## src/rtl/core/lwcc_pkg.sv

```systemverilog
package lwcc_pkg;

    localparam int SUM_W  = 28;
    localparam int CNT_W  = 13;
    localparam int IDX_W  = 12;
    localparam int DAT_W  = 16;
    localparam int CFG_AW = 3;

    localparam int QUEUE_DEPTH = 2;

    localparam logic [16:0]      SCAN_POINTS  = 17'd4096;
    localparam logic [DAT_W-1:0] MIN_RANGE_MM = 16'd10;
    localparam logic [CNT_W-1:0] COUNT_MAX    = 13'd8191;
    localparam logic [SUM_W:0]   SUM_MAX      = 29'h0FFF_FFFF;

    localparam logic [CFG_AW-1:0] CFG_LEFT_START  = 3'd0;
    localparam logic [CFG_AW-1:0] CFG_LEFT_END    = 3'd1;
    localparam logic [CFG_AW-1:0] CFG_RIGHT_START = 3'd2;
    localparam logic [CFG_AW-1:0] CFG_RIGHT_END   = 3'd3;
    localparam logic [CFG_AW-1:0] CFG_GAIN        = 3'd4;
    localparam logic [CFG_AW-1:0] CFG_MAX_ANG     = 3'd5;
    localparam logic [CFG_AW-1:0] CFG_FWD_SPEED   = 3'd6;
    localparam logic [CFG_AW-1:0] CFG_DFLT_DIST   = 3'd7;

    localparam logic [9:0]       GAIN_RESET      = 10'd205;
    localparam logic [14:0]      MAX_ANG_RESET   = 15'd1000;
    localparam logic [DAT_W-1:0] FWD_SPEED_RESET = 16'd200;
    localparam logic [DAT_W-1:0] DFLT_DIST_RESET = 16'd10000;

    typedef struct packed {
        logic [IDX_W-1:0] lwin_lo;
        logic [IDX_W-1:0] lwin_hi;
        logic [IDX_W-1:0] rwin_lo;
        logic [IDX_W-1:0] rwin_hi;
        logic [9:0]       gain;
        logic [14:0]      max_ang;
        logic [DAT_W-1:0] fwd_speed;
        logic [DAT_W-1:0] dflt_dist;
    } t_cfg;

    typedef struct packed {
        logic [SUM_W-1:0] left_sum;
        logic [CNT_W-1:0] left_cnt;
        logic [SUM_W-1:0] right_sum;
        logic [CNT_W-1:0] right_cnt;
    } t_job;

    typedef enum logic [1:0] {
        BS_IDLE,
        BS_DIV,
        BS_MUL,
        BS_FIN
    } t_bstate;

endpackage

```

## src/rtl/core/lwcc_if.sv

```systemverilog
interface lwcc_sample_if;
    logic                        valid;
    logic                        ready;
    logic [lwcc_pkg::DAT_W-1:0]  range_mm;
    logic                        range_finite;
    logic [lwcc_pkg::IDX_W-1:0]  sample_index;
    logic                        last_sample;

    modport source (output valid, range_mm, range_finite, sample_index, last_sample,
                    input ready);
    modport sink   (input valid, range_mm, range_finite, sample_index, last_sample,
                    output ready);
endinterface

interface lwcc_cmd_if;
    logic                              valid;
    logic                              ready;
    logic signed [lwcc_pkg::DAT_W-1:0] turn_rate;
    logic [lwcc_pkg::DAT_W-1:0]        linear_cmd;
    logic [lwcc_pkg::DAT_W-1:0]        lwall_mm;
    logic [lwcc_pkg::DAT_W-1:0]        rwall_mm;

    modport source (output valid, turn_rate, linear_cmd, lwall_mm, rwall_mm,
                    input ready);
    modport sink   (input valid, turn_rate, linear_cmd, lwall_mm, rwall_mm,
                    output ready);
endinterface

interface lwcc_cfg_if;
    logic                        valid;
    logic                        ready;
    logic [lwcc_pkg::CFG_AW-1:0] index;
    logic [lwcc_pkg::DAT_W-1:0]  data;

    modport source (output valid, index, data, input ready);
    modport sink   (input valid, index, data, output ready);
endinterface

```

## src/rtl/core/lwcc_front.sv

```systemverilog
module lwcc_front (
    input  logic                        i_clk,
    input  logic                        i_rst_n,
    input  lwcc_pkg::t_cfg              i_cfg,
    input  logic                        i_valid,
    output logic                        o_ready,
    input  logic [lwcc_pkg::DAT_W-1:0]  i_range_mm,
    input  logic                        i_range_finite,
    input  logic [lwcc_pkg::IDX_W-1:0]  i_sample_index,
    input  logic                        i_last_sample,
    input  logic                        i_q_ready,
    output logic                        o_q_push,
    output lwcc_pkg::t_job              o_q_job
);

    logic [lwcc_pkg::SUM_W-1:0] r_lsum, n_lsum, r_rsum, n_rsum;
    logic [lwcc_pkg::CNT_W-1:0] r_lcnt, n_lcnt, r_rcnt, n_rcnt;
    logic                       take, good, in_left, in_right;
    logic [lwcc_pkg::SUM_W:0]   lsum_ext, rsum_ext;

    assign o_ready = i_q_ready;
    assign take    = i_valid & i_q_ready;

    always_comb begin
        good = i_range_finite && (i_range_mm > lwcc_pkg::MIN_RANGE_MM) &&
               ({5'd0, i_sample_index} < lwcc_pkg::SCAN_POINTS);
        in_left  = good && (i_sample_index >= i_cfg.lwin_lo) &&
                   (i_sample_index < i_cfg.lwin_hi);
        in_right = good && (i_sample_index >= i_cfg.rwin_lo) &&
                   (i_sample_index < i_cfg.rwin_hi);
        lsum_ext = {1'b0, r_lsum} + {13'd0, i_range_mm};
        rsum_ext = {1'b0, r_rsum} + {13'd0, i_range_mm};
        n_lsum = r_lsum;
        n_lcnt = r_lcnt;
        n_rsum = r_rsum;
        n_rcnt = r_rcnt;
        if (in_left && (r_lcnt < lwcc_pkg::COUNT_MAX) && (lsum_ext <= lwcc_pkg::SUM_MAX)) begin
            n_lsum = lsum_ext[lwcc_pkg::SUM_W-1:0];
            n_lcnt = r_lcnt + 13'd1;
        end
        if (in_right && (r_rcnt < lwcc_pkg::COUNT_MAX) && (rsum_ext <= lwcc_pkg::SUM_MAX)) begin
            n_rsum = rsum_ext[lwcc_pkg::SUM_W-1:0];
            n_rcnt = r_rcnt + 13'd1;
        end
    end

    assign o_q_push = take & i_last_sample;
    assign o_q_job  = '{left_sum: n_lsum, left_cnt: n_lcnt,
                        right_sum: n_rsum, right_cnt: n_rcnt};

    always_ff @(posedge i_clk) begin
        if (!i_rst_n) begin
            r_lsum <= '0;
            r_lcnt <= '0;
            r_rsum <= '0;
            r_rcnt <= '0;
        end else if (take) begin
            if (i_last_sample) begin
                r_lsum <= '0;
                r_lcnt <= '0;
                r_rsum <= '0;
                r_rcnt <= '0;
            end else begin
                r_lsum <= n_lsum;
                r_lcnt <= n_lcnt;
                r_rsum <= n_rsum;
                r_rcnt <= n_rcnt;
            end
        end
    end

endmodule

```

## src/rtl/core/lwcc_fifo.sv

```systemverilog
module lwcc_fifo #(
    parameter int DEPTH = lwcc_pkg::QUEUE_DEPTH
) (
    input  logic           i_clk,
    input  logic           i_rst_n,
    input  logic           i_push,
    input  lwcc_pkg::t_job i_job,
    output logic           o_ready,
    input  logic           i_pop,
    output logic           o_valid,
    output lwcc_pkg::t_job o_job
);

    localparam int PW = (DEPTH > 1) ? $clog2(DEPTH) : 1;
    localparam int CW = $clog2(DEPTH + 1);
    localparam logic [PW-1:0] LAST = PW'(DEPTH - 1);

    lwcc_pkg::t_job r_mem [DEPTH];
    logic [PW-1:0]  r_wr, r_rd;
    logic [CW-1:0]  r_cnt;

    assign o_ready = (r_cnt != CW'(DEPTH));
    assign o_valid = (r_cnt != '0);
    assign o_job   = r_mem[r_rd];

    always_ff @(posedge i_clk) begin
        if (i_push && o_ready) begin
            r_mem[r_wr] <= i_job;
        end
    end

    always_ff @(posedge i_clk) begin
        if (!i_rst_n) begin
            r_wr  <= '0;
            r_rd  <= '0;
            r_cnt <= '0;
        end else begin
            if (i_push && o_ready) begin
                r_wr <= (r_wr == LAST) ? '0 : r_wr + PW'(1);
            end
            if (i_pop && o_valid) begin
                r_rd <= (r_rd == LAST) ? '0 : r_rd + PW'(1);
            end
            case ({i_push && o_ready, i_pop && o_valid})
                2'b10:   r_cnt <= r_cnt + CW'(1);
                2'b01:   r_cnt <= r_cnt - CW'(1);
                default: r_cnt <= r_cnt;
            endcase
        end
    end

endmodule

```

## src/rtl/core/lwcc_div.sv

```systemverilog
module lwcc_div (
    input  logic                       i_clk,
    input  logic                       i_rst_n,
    input  logic                       i_start,
    input  logic [lwcc_pkg::SUM_W-1:0] i_dividend,
    input  logic [lwcc_pkg::CNT_W-1:0] i_divisor,
    output logic                       o_done,
    output logic [lwcc_pkg::SUM_W-1:0] o_quot
);

    localparam int STW = $clog2(lwcc_pkg::SUM_W + 1);

    logic [lwcc_pkg::SUM_W-1:0] r_quo;
    logic [lwcc_pkg::CNT_W-1:0] r_rem, r_dvs;
    logic [STW-1:0]             r_step;
    logic                       r_busy, r_done;
    logic [lwcc_pkg::CNT_W:0]   rem_sh;
    logic [lwcc_pkg::CNT_W+1:0] diff;

    assign rem_sh = {r_rem, r_quo[lwcc_pkg::SUM_W-1]};
    assign diff   = {1'b0, rem_sh} - {2'b00, r_dvs};
    assign o_done = r_done;
    assign o_quot = r_quo;

    always_ff @(posedge i_clk) begin
        if (i_start) begin
            r_quo <= i_dividend;
            r_rem <= '0;
            r_dvs <= i_divisor;
        end else if (r_busy) begin
            if (!diff[lwcc_pkg::CNT_W+1]) begin
                r_rem <= diff[lwcc_pkg::CNT_W-1:0];
                r_quo <= {r_quo[lwcc_pkg::SUM_W-2:0], 1'b1};
            end else begin
                r_rem <= rem_sh[lwcc_pkg::CNT_W-1:0];
                r_quo <= {r_quo[lwcc_pkg::SUM_W-2:0], 1'b0};
            end
        end
    end

    always_ff @(posedge i_clk) begin
        if (!i_rst_n) begin
            r_busy <= 1'b0;
            r_done <= 1'b0;
            r_step <= '0;
        end else begin
            r_done <= 1'b0;
            if (i_start) begin
                r_busy <= 1'b1;
                r_step <= STW'(lwcc_pkg::SUM_W - 1);
            end else if (r_busy) begin
                if (r_step == '0) begin
                    r_busy <= 1'b0;
                    r_done <= 1'b1;
                end else begin
                    r_step <= r_step - STW'(1);
                end
            end
        end
    end

endmodule

```

## src/rtl/core/lwcc_back.sv

```systemverilog
module lwcc_back (
    input  logic                              i_clk,
    input  logic                              i_rst_n,
    input  lwcc_pkg::t_cfg                    i_cfg,
    input  logic                              i_q_valid,
    input  lwcc_pkg::t_job                    i_q_job,
    output logic                              o_q_pop,
    output logic                              o_valid,
    input  logic                              i_ready,
    output logic signed [lwcc_pkg::DAT_W-1:0] o_turn_rate,
    output logic [lwcc_pkg::DAT_W-1:0]        o_linear_cmd,
    output logic [lwcc_pkg::DAT_W-1:0]        o_lwall_mm,
    output logic [lwcc_pkg::DAT_W-1:0]        o_rwall_mm
);

    lwcc_pkg::t_bstate r_state, n_state;

    logic                       start, ldiv_done, rdiv_done, load_out;
    logic [lwcc_pkg::SUM_W-1:0] lquot, rquot;
    logic                       r_lzero, r_rzero, r_ovalid;
    logic [lwcc_pkg::DAT_W-1:0] ld, rd, r_ld, r_rd;
    logic signed [16:0]         r_err;
    logic signed [27:0]         r_prod, negp;
    logic signed [19:0]         shifted, clamped, mpos;

    lwcc_div u_ldiv (
        .i_clk      (i_clk),
        .i_rst_n    (i_rst_n),
        .i_start    (start),
        .i_dividend (i_q_job.left_sum),
        .i_divisor  (i_q_job.left_cnt),
        .o_done     (ldiv_done),
        .o_quot     (lquot)
    );

    lwcc_div u_rdiv (
        .i_clk      (i_clk),
        .i_rst_n    (i_rst_n),
        .i_start    (start),
        .i_dividend (i_q_job.right_sum),
        .i_divisor  (i_q_job.right_cnt),
        .o_done     (rdiv_done),
        .o_quot     (rquot)
    );

    always_ff @(posedge i_clk) begin
        if (!i_rst_n) begin
            r_state <= lwcc_pkg::BS_IDLE;
        end else begin
            r_state <= n_state;
        end
    end

    always_comb begin
        n_state  = r_state;
        start    = 1'b0;
        load_out = 1'b0;
        case (r_state)
            lwcc_pkg::BS_IDLE: begin
                if (i_q_valid) begin
                    start   = 1'b1;
                    n_state = lwcc_pkg::BS_DIV;
                end
            end
            lwcc_pkg::BS_DIV: begin
                if (ldiv_done && rdiv_done) begin
                    n_state = lwcc_pkg::BS_MUL;
                end
            end
            lwcc_pkg::BS_MUL: begin
                n_state = lwcc_pkg::BS_FIN;
            end
            lwcc_pkg::BS_FIN: begin
                if (!r_ovalid || i_ready) begin
                    load_out = 1'b1;
                    n_state  = lwcc_pkg::BS_IDLE;
                end
            end
            default: n_state = lwcc_pkg::BS_IDLE;
        endcase
    end

    assign o_q_pop = start;

    always_comb begin
        ld      = r_lzero ? i_cfg.dflt_dist : lquot[lwcc_pkg::DAT_W-1:0];
        rd      = r_rzero ? i_cfg.dflt_dist : rquot[lwcc_pkg::DAT_W-1:0];
        negp    = -r_prod;
        shifted = 20'(negp >>> 8);
        mpos    = $signed({5'd0, i_cfg.max_ang});
        if (shifted > mpos) begin
            clamped = mpos;
        end else if (shifted < -mpos) begin
            clamped = -mpos;
        end else begin
            clamped = shifted;
        end
    end

    always_ff @(posedge i_clk) begin
        if (start) begin
            r_lzero <= (i_q_job.left_cnt == '0);
            r_rzero <= (i_q_job.right_cnt == '0);
        end
        if (r_state == lwcc_pkg::BS_DIV && ldiv_done && rdiv_done) begin
            r_ld  <= ld;
            r_rd  <= rd;
            r_err <= $signed({1'b0, rd}) - $signed({1'b0, ld});
        end
        if (r_state == lwcc_pkg::BS_MUL) begin
            r_prod <= $signed({18'd0, i_cfg.gain}) * $signed({{11{r_err[16]}}, r_err});
        end
        if (load_out) begin
            o_turn_rate  <= clamped[lwcc_pkg::DAT_W-1:0];
            o_linear_cmd <= i_cfg.fwd_speed;
            o_lwall_mm   <= r_ld;
            o_rwall_mm   <= r_rd;
        end
    end

    always_ff @(posedge i_clk) begin
        if (!i_rst_n) begin
            r_ovalid <= 1'b0;
        end else if (load_out) begin
            r_ovalid <= 1'b1;
        end else if (i_ready) begin
            r_ovalid <= 1'b0;
        end
    end

    assign o_valid = r_ovalid;

endmodule

```

## src/rtl/core/lidar_wall_centering_controller_top.sv

```systemverilog
// Throughput: one sample beat per cycle while the queue has room. The back
// end takes one scan at a time; one bit-serial divider (28 steps) per side.
// Finished scans wait in a short queue, so samples keep flowing meanwhile.
// Reset: synchronous active low; sums, counts and queue cleared, registers
// return to defaults (gain 205, max 1000, speed 200, default distance 10000).
module lidar_wall_centering_controller_top #(
    parameter int QUEUE_DEPTH = lwcc_pkg::QUEUE_DEPTH
) (
    input  logic     i_clk,
    input  logic     i_rst_n,
    lwcc_sample_if.sink   i_sample,
    lwcc_cmd_if.source    o_cmd,
    lwcc_cfg_if.sink      i_cfg
);

    lwcc_pkg::t_cfg r_cfg;
    lwcc_pkg::t_job push_job, pop_job;
    logic           q_ready, q_push, q_valid, q_pop;

    assign i_cfg.ready = 1'b1;

    always_ff @(posedge i_clk) begin
        if (!i_rst_n) begin
            r_cfg.lwin_lo   <= '0;
            r_cfg.lwin_hi   <= '0;
            r_cfg.rwin_lo   <= '0;
            r_cfg.rwin_hi   <= '0;
            r_cfg.gain      <= lwcc_pkg::GAIN_RESET;
            r_cfg.max_ang   <= lwcc_pkg::MAX_ANG_RESET;
            r_cfg.fwd_speed <= lwcc_pkg::FWD_SPEED_RESET;
            r_cfg.dflt_dist <= lwcc_pkg::DFLT_DIST_RESET;
        end else if (i_cfg.valid) begin
            case (i_cfg.index)
                lwcc_pkg::CFG_LEFT_START:  r_cfg.lwin_lo   <= i_cfg.data[11:0];
                lwcc_pkg::CFG_LEFT_END:    r_cfg.lwin_hi   <= i_cfg.data[11:0];
                lwcc_pkg::CFG_RIGHT_START: r_cfg.rwin_lo   <= i_cfg.data[11:0];
                lwcc_pkg::CFG_RIGHT_END:   r_cfg.rwin_hi   <= i_cfg.data[11:0];
                lwcc_pkg::CFG_GAIN:        r_cfg.gain      <= i_cfg.data[9:0];
                lwcc_pkg::CFG_MAX_ANG:     r_cfg.max_ang   <= i_cfg.data[14:0];
                lwcc_pkg::CFG_FWD_SPEED:   r_cfg.fwd_speed <= i_cfg.data;
                lwcc_pkg::CFG_DFLT_DIST:   r_cfg.dflt_dist <= i_cfg.data;
                default:                   r_cfg           <= r_cfg;
            endcase
        end
    end

    lwcc_front u_front (
        .i_clk          (i_clk),
        .i_rst_n        (i_rst_n),
        .i_cfg          (r_cfg),
        .i_valid        (i_sample.valid),
        .o_ready        (i_sample.ready),
        .i_range_mm     (i_sample.range_mm),
        .i_range_finite (i_sample.range_finite),
        .i_sample_index (i_sample.sample_index),
        .i_last_sample  (i_sample.last_sample),
        .i_q_ready      (q_ready),
        .o_q_push       (q_push),
        .o_q_job        (push_job)
    );

    lwcc_fifo #(
        .DEPTH (QUEUE_DEPTH)
    ) u_fifo (
        .i_clk   (i_clk),
        .i_rst_n (i_rst_n),
        .i_push  (q_push),
        .i_job   (push_job),
        .o_ready (q_ready),
        .i_pop   (q_pop),
        .o_valid (q_valid),
        .o_job   (pop_job)
    );

    lwcc_back u_back (
        .i_clk        (i_clk),
        .i_rst_n      (i_rst_n),
        .i_cfg        (r_cfg),
        .i_q_valid    (q_valid),
        .i_q_job      (pop_job),
        .o_q_pop      (q_pop),
        .o_valid      (o_cmd.valid),
        .i_ready      (o_cmd.ready),
        .o_turn_rate  (o_cmd.turn_rate),
        .o_linear_cmd (o_cmd.linear_cmd),
        .o_lwall_mm   (o_cmd.lwall_mm),
        .o_rwall_mm   (o_cmd.rwall_mm)
    );

endmodule

```

## src/flat_wrapper.sv

```systemverilog
// flat-port wrapper written by rule: the top's interface ports become plain ports
module lidar_wall_centering_controller_top_flat 
#(
    parameter int QUEUE_DEPTH = lwcc_pkg::QUEUE_DEPTH
)
  (i_clk, i_rst_n, i_sample_valid, i_sample_range_mm, i_sample_range_finite, i_sample_sample_index, i_sample_last_sample, i_sample_ready, o_cmd_valid, o_cmd_turn_rate, o_cmd_linear_cmd, o_cmd_lwall_mm, o_cmd_rwall_mm, o_cmd_ready, i_cfg_valid, i_cfg_index, i_cfg_data, i_cfg_ready);
  lwcc_sample_if i_sample_i ();
  lwcc_cmd_if o_cmd_i ();
  lwcc_cfg_if i_cfg_i ();
  input  logic i_clk;
  input  logic i_rst_n;
  input wire logic [$bits(i_sample_i.valid)-1:0] i_sample_valid;
  input wire logic [$bits(i_sample_i.range_mm)-1:0] i_sample_range_mm;
  input wire logic [$bits(i_sample_i.range_finite)-1:0] i_sample_range_finite;
  input wire logic [$bits(i_sample_i.sample_index)-1:0] i_sample_sample_index;
  input wire logic [$bits(i_sample_i.last_sample)-1:0] i_sample_last_sample;
  output wire logic [$bits(i_sample_i.ready)-1:0] i_sample_ready;
  output wire logic [$bits(o_cmd_i.valid)-1:0] o_cmd_valid;
  output wire logic [$bits(o_cmd_i.turn_rate)-1:0] o_cmd_turn_rate;
  output wire logic [$bits(o_cmd_i.linear_cmd)-1:0] o_cmd_linear_cmd;
  output wire logic [$bits(o_cmd_i.lwall_mm)-1:0] o_cmd_lwall_mm;
  output wire logic [$bits(o_cmd_i.rwall_mm)-1:0] o_cmd_rwall_mm;
  input wire logic [$bits(o_cmd_i.ready)-1:0] o_cmd_ready;
  input wire logic [$bits(i_cfg_i.valid)-1:0] i_cfg_valid;
  input wire logic [$bits(i_cfg_i.index)-1:0] i_cfg_index;
  input wire logic [$bits(i_cfg_i.data)-1:0] i_cfg_data;
  output wire logic [$bits(i_cfg_i.ready)-1:0] i_cfg_ready;
  assign i_sample_i.valid = i_sample_valid;
  assign i_sample_i.range_mm = i_sample_range_mm;
  assign i_sample_i.range_finite = i_sample_range_finite;
  assign i_sample_i.sample_index = i_sample_sample_index;
  assign i_sample_i.last_sample = i_sample_last_sample;
  assign i_sample_ready = i_sample_i.ready;
  assign o_cmd_valid = o_cmd_i.valid;
  assign o_cmd_turn_rate = o_cmd_i.turn_rate;
  assign o_cmd_linear_cmd = o_cmd_i.linear_cmd;
  assign o_cmd_lwall_mm = o_cmd_i.lwall_mm;
  assign o_cmd_rwall_mm = o_cmd_i.rwall_mm;
  assign o_cmd_i.ready = o_cmd_ready;
  assign i_cfg_i.valid = i_cfg_valid;
  assign i_cfg_i.index = i_cfg_index;
  assign i_cfg_i.data = i_cfg_data;
  assign i_cfg_ready = i_cfg_i.ready;
  lidar_wall_centering_controller_top #(.QUEUE_DEPTH(QUEUE_DEPTH)) u_core (.i_clk(i_clk), .i_rst_n(i_rst_n), .i_sample(i_sample_i), .o_cmd(o_cmd_i), .i_cfg(i_cfg_i));
endmodule
```

## config.mk

```make
export PLATFORM = sky130hd
export DESIGN_NAME = lidar_wall_centering_controller_top_flat
export DESIGN_NICKNAME = d
export VERILOG_FILES = /design/src/rtl/core/lwcc_pkg.sv /design/src/rtl/core/lwcc_if.sv /design/src/rtl/core/lwcc_front.sv /design/src/rtl/core/lwcc_fifo.sv /design/src/rtl/core/lwcc_div.sv /design/src/rtl/core/lwcc_back.sv /design/src/rtl/core/lidar_wall_centering_controller_top.sv /design/src/flat_wrapper.sv
export SDC_FILE = /design/constraint.sdc
export NUM_CORES = 2
export LEC_CHECK = 0
export BUFFER_PORTS_ARGS = -buffer_cell sky130_fd_sc_hd__buf_4
export CAP_MARGIN = 10
export CORE_UTILIZATION = 60
export DETAILED_ROUTE_END_ITERATION = 8
export HOLD_SLACK_MARGIN = 0.06
export MAX_ROUTING_LAYER = met4
export PLACE_DENSITY = 0.81
export SETUP_SLACK_MARGIN = 0.02
export SYNTH_ARGS = -nofsm -noshare
export SYNTH_HDL_FRONTEND = slang
export SYNTH_SLANG_ARGS = --single-unit
```

## constraint.sdc

```tcl
create_clock -name i_clk -period 8.1 [get_ports i_clk]
set_input_delay 1.215 -clock i_clk [delete_from_list [all_inputs] [get_ports i_clk]]
set_output_delay 1.215 -clock i_clk [all_outputs]
set_load 0.01 [all_outputs]
```

* Word level (Yosys, flattened, before mapping)
Memories as Yosys holds them, arrays and structs flattened. A register that Yosys moved wholly into a read port is not among the register bits. Index checks and enable logic that the tools add are counted.
Storage, ports and cells: register bits after elaboration 459, RAM bits 164, output and inout bits 67, logic and storage cells 189, memories kept 1
Memory list:
- u_core.u_fifo.r_mem | depth 2, width 82, rd ports 1, clocked after Yosys merged registers in 1, write ports 1, line lwcc_fifo.sv:18 | lwcc_pkg::t_job r_mem [DEPTH];
Operators by class: add/sub/neg operators 15, $mul 1, order comparisons 11, equal/unequal tests 18, multiplexer cells 51, bitwise logic cells 7, reduce and logical (&&, ||, !) cells 43
Operators with widths (number):
- $mux W28 | 8
- $mux W13 | 6
- $add A28 B16 Y29 | 2
- $le A29 B28 Y1 const B | 2
- $mux W16 | 3
- $mux W5 | 6
- $sub A14 B13 Y15 | 2
- $mul A11 B17 Y28 | 1
- $neg A28 Y28 | 1
- $add A13 B1 Y13 const B | 2
- $logic_not A13 Y1 | 2
- $lt A13 B13 Y1 const B | 2
- $ge A12 B12 Y1 | 2
- $lt A12 B12 Y1 | 2
- $reduce_and A2 Y1 | 12
- $mux W1 | 22
- $gt A20 B16 Y1 | 1
- $lt A20 B20 Y1 | 1
- $neg A15 Y20 | 1
- $sub A16 B16 Y17 | 1
- $gt A16 B4 Y1 const B | 1
- $mux W15 | 1
- $logic_and A1 B1 Y1 | 14
- $eq A3 B3 Y1 const B | 4
- 24 further kinds | 47

* Logic depth before layout (Yosys ltp)
word-level depth 8, mapped depth 22

* Hierarchy
Synthesis repeated with hierarchy kept, for this count alone.
Second synthesis, totals: cell total of the unflattened synthesis 3518, area, all modules 37908.9 um^2
Modules (own cells, without submodules):
- lwcc_back | instances 1, cells each 1329, area an instance 14008.4 um^2, seq. area each 4354.2 um^2
- lwcc_front | instances 1, cells each 989, area an instance 7579.8 um^2, seq. area each 1641.6 um^2
- lwcc_div | instances 2, cells each 268, area an instance 3108.0 um^2, seq. area each 1631.6 um^2
- lwcc_fifo | instances 1, cells each 279, area an instance 6128.4 um^2, seq. area each 5024.8 um^2
- lidar_wall_centering_controller_top | instances 1, cells each 385, area an instance 3976.3 um^2, seq. area each 2102.0 um^2

* Worst setup path before layout
No wires, ideal clock.
path type input-to-reg, start point input port i_sample_last_sample, end point memory u_core.u_fifo.r_mem[0][0] in the netlist's numbering (enable), setup time 0.523 ns, data arrival time 5.055 ns, data required time 7.577 ns, setup slack 2.521 ns, stages 3, path buffers 1, cell sequence clkbuf_1 -> nand2_1 -> nor2_1
Between the ends: longest elaborated chain between the ends 4
RTL lines:
- start: declaration | line flat_wrapper.sv:16 | input wire logic [$bits(i_sample_i.last_sample)-1:0] i_sample_last_sample;
- $and A1 B1 Y1 | line lwcc_front.sv:47 | assign o_q_push = take & i_last_sample;
- $logic_and A1 B1 Y1 | line lwcc_fifo.sv:27 | if (i_push && o_ready) begin
- $mux W1 | line lwcc_fifo.sv:27
- $mux W1 (not written as such) | line lwcc_fifo.sv:28 | r_mem[r_wr] <= i_job;
- end: declaration | line lwcc_fifo.sv:18
No other way between the ends.

* Final worst setup path
start point register u_core.r_cfg[51] in the netlist's numbering, end point register u_core.u_back.r_prod[26], data pin
Between the ends: longest elaborated chain between the ends 1
RTL lines:
- start: declaration | line lidar_wall_centering_controller_top.sv:16 | lwcc_pkg::t_cfg r_cfg;
- start signal: assignment | line lidar_wall_centering_controller_top.sv:42 | default: r_cfg <= r_cfg;
- $mul A11 B17 Y28 | line lwcc_back.sv:111 | r_prod <= $signed({18'd0, i_cfg.gain}) * $signed({{11{r_err[16]}}, r_err});
- end signal: assignment | line lwcc_back.sv:111
- end: declaration | line lwcc_back.sv:23 | logic signed [27:0] r_prod, negp;
No other way between the ends. A chain may end at the register's enable or synchronous reset.

==> flow_summary_export.csv <==
group,metric,value,unit
worst_setup_path,cp_data_required_time,8450,ps
global_route,grt_max_degree,84,
detailed_routing,vias_per_cell,5.94,
timing,fin_crit,6030,ps
timing,hold_viol,0,
timing,finalSetupViolCount,0,
cts,cts_setup_buffers,0,
logic_synthesis,post-synth-top-count-cell,"nand2_1",
worst_setup_path,cp-end-kind,"flop",
cts,clock_path_buffers,3,
placed_design,place_ws,2160,ps
global_route,grt_antenna_before_repair,6,
timing,finalSetupTns,0,ps
detailed_routing,detail_route.iter0.violations,2469,
detailed_routing,drc,0,
timing,rsz0062_at_grt,"no",
cells_and_area,design_area,40800,sq um
pwr,finalPower,11.4,mW
die,row_count,90,
logic_synthesis,synth_edf_count,389,
logic_synthesis,synthesis.area,37200,sq um
worst_setup_path,cp.arrival,6390,ps
detailed_routing,post_drt_wl_per_cell,19.5,um
logic_synthesis,yosysTopAreaCell,"edfxtp_1",
flow_run,drv_cap,0,
detailed_routing,ant_nets,0,
detailed_routing,vias,26900,
cts,clock-sinks,624,
pwr,ir_worst_vdd,0.235,mV
logic_synthesis,synth_seq_area_share,44.1,%
cells_and_area,drive_gt1_share,9.57,%
worst_setup_path,critPathKind,"flop to flop",
timing,finalClockSkew,13.5,ps
detailed_routing,first_pass_iters,6,
logic_synthesis,synth_common_cells,"nand2_1 (493), edfxtp_1 (389), inv_1 (365)",
die,ios,121,
logic_synthesis,ys_top_cells_by_area,"edfxtp_1 (31%), dfxtp_1 (13%), fa_1 (8.5%)",
placed_design,dp.cells,4399,
worst_setup_path,path_max_fanout,18,
die,die_area,63000,sq um
logic_synthesis,yosysWarnings,0,
die,core_area,60800,sq um
die,dieHeight,251,um
cts,cts_tree,"built",
pwr,p_leak,16.7,nW
cells_and_area,layout-area-overhead-vs-synth,9.84,%
cells_and_area,fin_nets,4129,
logic_synthesis,ys_types,92,
cts,htree_levels,3,
die,start_util,61.1,%
timing,finalCritPeriodShare,74.5,%
timing,max_freq,166,MHz
global_route,grt_pass1_wl,140000,um
detailed_routing,drt-total-wl,88400,um
cells_and_area,fin_cells,4527,
placed_design,gp_congestion,0.957,
worst_setup_path,crit_path_start_kind,"flop",
die,die_w,251,um
cts,hold_buffers,0,
global_route,overflow,0,
pwr,powerDensity,278,nW/um^2
timing,hold_slack,418,ps
global_route,grt_pass1_vias,26000,
logic_synthesis,synthDominantCellAreaShare,31.4,%
cts,clkTransAtPathRegs,60,ps
placed_design,numPortBuffers,119,
timing,worstMarginPinSlew,1180,ps
cts,cts_made_buffers,68,
logic_synthesis,synth_fp_nets,4076,
min_path,worstHoldPathType,"flop to flop",
logic_synthesis,synthArstFlopShare,0,%
logic_synthesis,synthCells,3634,
logic_synthesis,ys.flop_type,"edfxtp_1",
cells_and_area,final_util,67.2,%
placed_design,dp_hpwl,63200,um
run_status,outcome,"finished clean",
cts,cts_resized,0,
cts,clock-root-buffer,"clkbuf_16",
logic_synthesis,avgSynthCellArea,10.2,sq um
timing,timing.slew.headroom,21.2,%
logic_synthesis,ys_ff_latch,624,
timing,drv_slew,0,
placed_design,place_area,38600,sq um
global_route,track_usage,29.2,%
cts,clk-insertion-delay-late,610,ps
timing,setup_ws,2070,ps
worst paths after layout:
check                              start                      endpoint  slack [ps]  depth (start not counted)
setup / recovery        u_core.r_cfg[51]      u_core.u_back.r_prod[26]        2070                         17
hold / removal    u_core.u_back.r_rd[11]  u_core.u_back.o_rwall_mm[11]         420                          0
hold reg to reg   u_core.u_back.r_rd[11]  u_core.u_back.o_rwall_mm[11]         420                          0
setup reg to reg        u_core.r_cfg[51]      u_core.u_back.r_prod[26]        2070                         17
cells in the final DEF, fill, tap and decap left out, types with 116 or more instances in the layout:
cell type  count
fa_1         158
a21oi_1      202
nand2_1      493
edfxtp_1     389
buf_4        146
ha_1         230
o21ai_0      146
inv_1        364
nor2_1       157
xnor2_1      116
dfxtp_1      234
metal layers:
layer / share of wire, % / track usage [%] / up-vias
met4: 3.3 / 10.7 / 0
met5: 0 / - / -
met2: 48 / 47.1 / 925
li1: - / - / 12700
met3: 7.0 / 4.16 / 178
met1: 42 / 37.6 / 13100
power breakdown:
part	switching, mW	internal (mW)
logic	2.35	1.51
clock network	1.28	1.76
registers	0.318	4.13
total	3.95	7.41
critical path: stages, from the launching register on:
cell,delay [ps]
dfxtp_1,760
nand2_1,170
fa_1,530
fa_1,510
inv_1,50
fa_1,470
fa_1,540
inv_1,50
fa_1,520
inv_1,40
ha_1,250
or3_1,420
o41ai_1,340
o21ai_0,280
a31oi_1,400
o2111ai_1,170
a21oi_1,190
xnor2_1,80
cell families after synthesis:
group	share of synthesized area, %
AOI/OAI and AO/OA	11.4
xor gates and xnor gates	3.98
adders and majority gates	16.2
buffers and inverters	5.57
DFF	44.1
muxes	4.78
other	0.0101
and+or+nand+nor	14.0
state kept, by name (all words and copies together), names as in the netlist, 16 cells and up, named ones only:
name,cells
u_core.r_cfg,105
u_core.u_back.o_linear_cmd,16
u_core.u_back.o_lwall_mm,16
u_core.u_back.o_rwall_mm,16
u_core.u_back.o_turn_rate,16
u_core.u_back.r_err,17
u_core.u_back.r_ld,16
u_core.u_back.r_prod,28
u_core.u_back.r_rd,16
u_core.u_back.u_ldiv.o_quot,28
u_core.u_back.u_rdiv.o_quot,28
u_core.u_fifo.r_mem,164
u_core.u_front.r_lsum,28
u_core.u_front.r_rsum,28
cell type report:
class                           instances  area [sq um]
Tap cell                              782           978
Fill cell                            4520         20000
Antenna cell                            3          7.51
Multi-Input combinational cell       2480         18800
Clock buffer                           93          1910
Timing Repair Buffer                  146          1100
Sequential cell                       624         16400
Inverter                              367          1380
Clock inverter                         32           285
(Power assumes the default switching activity.)
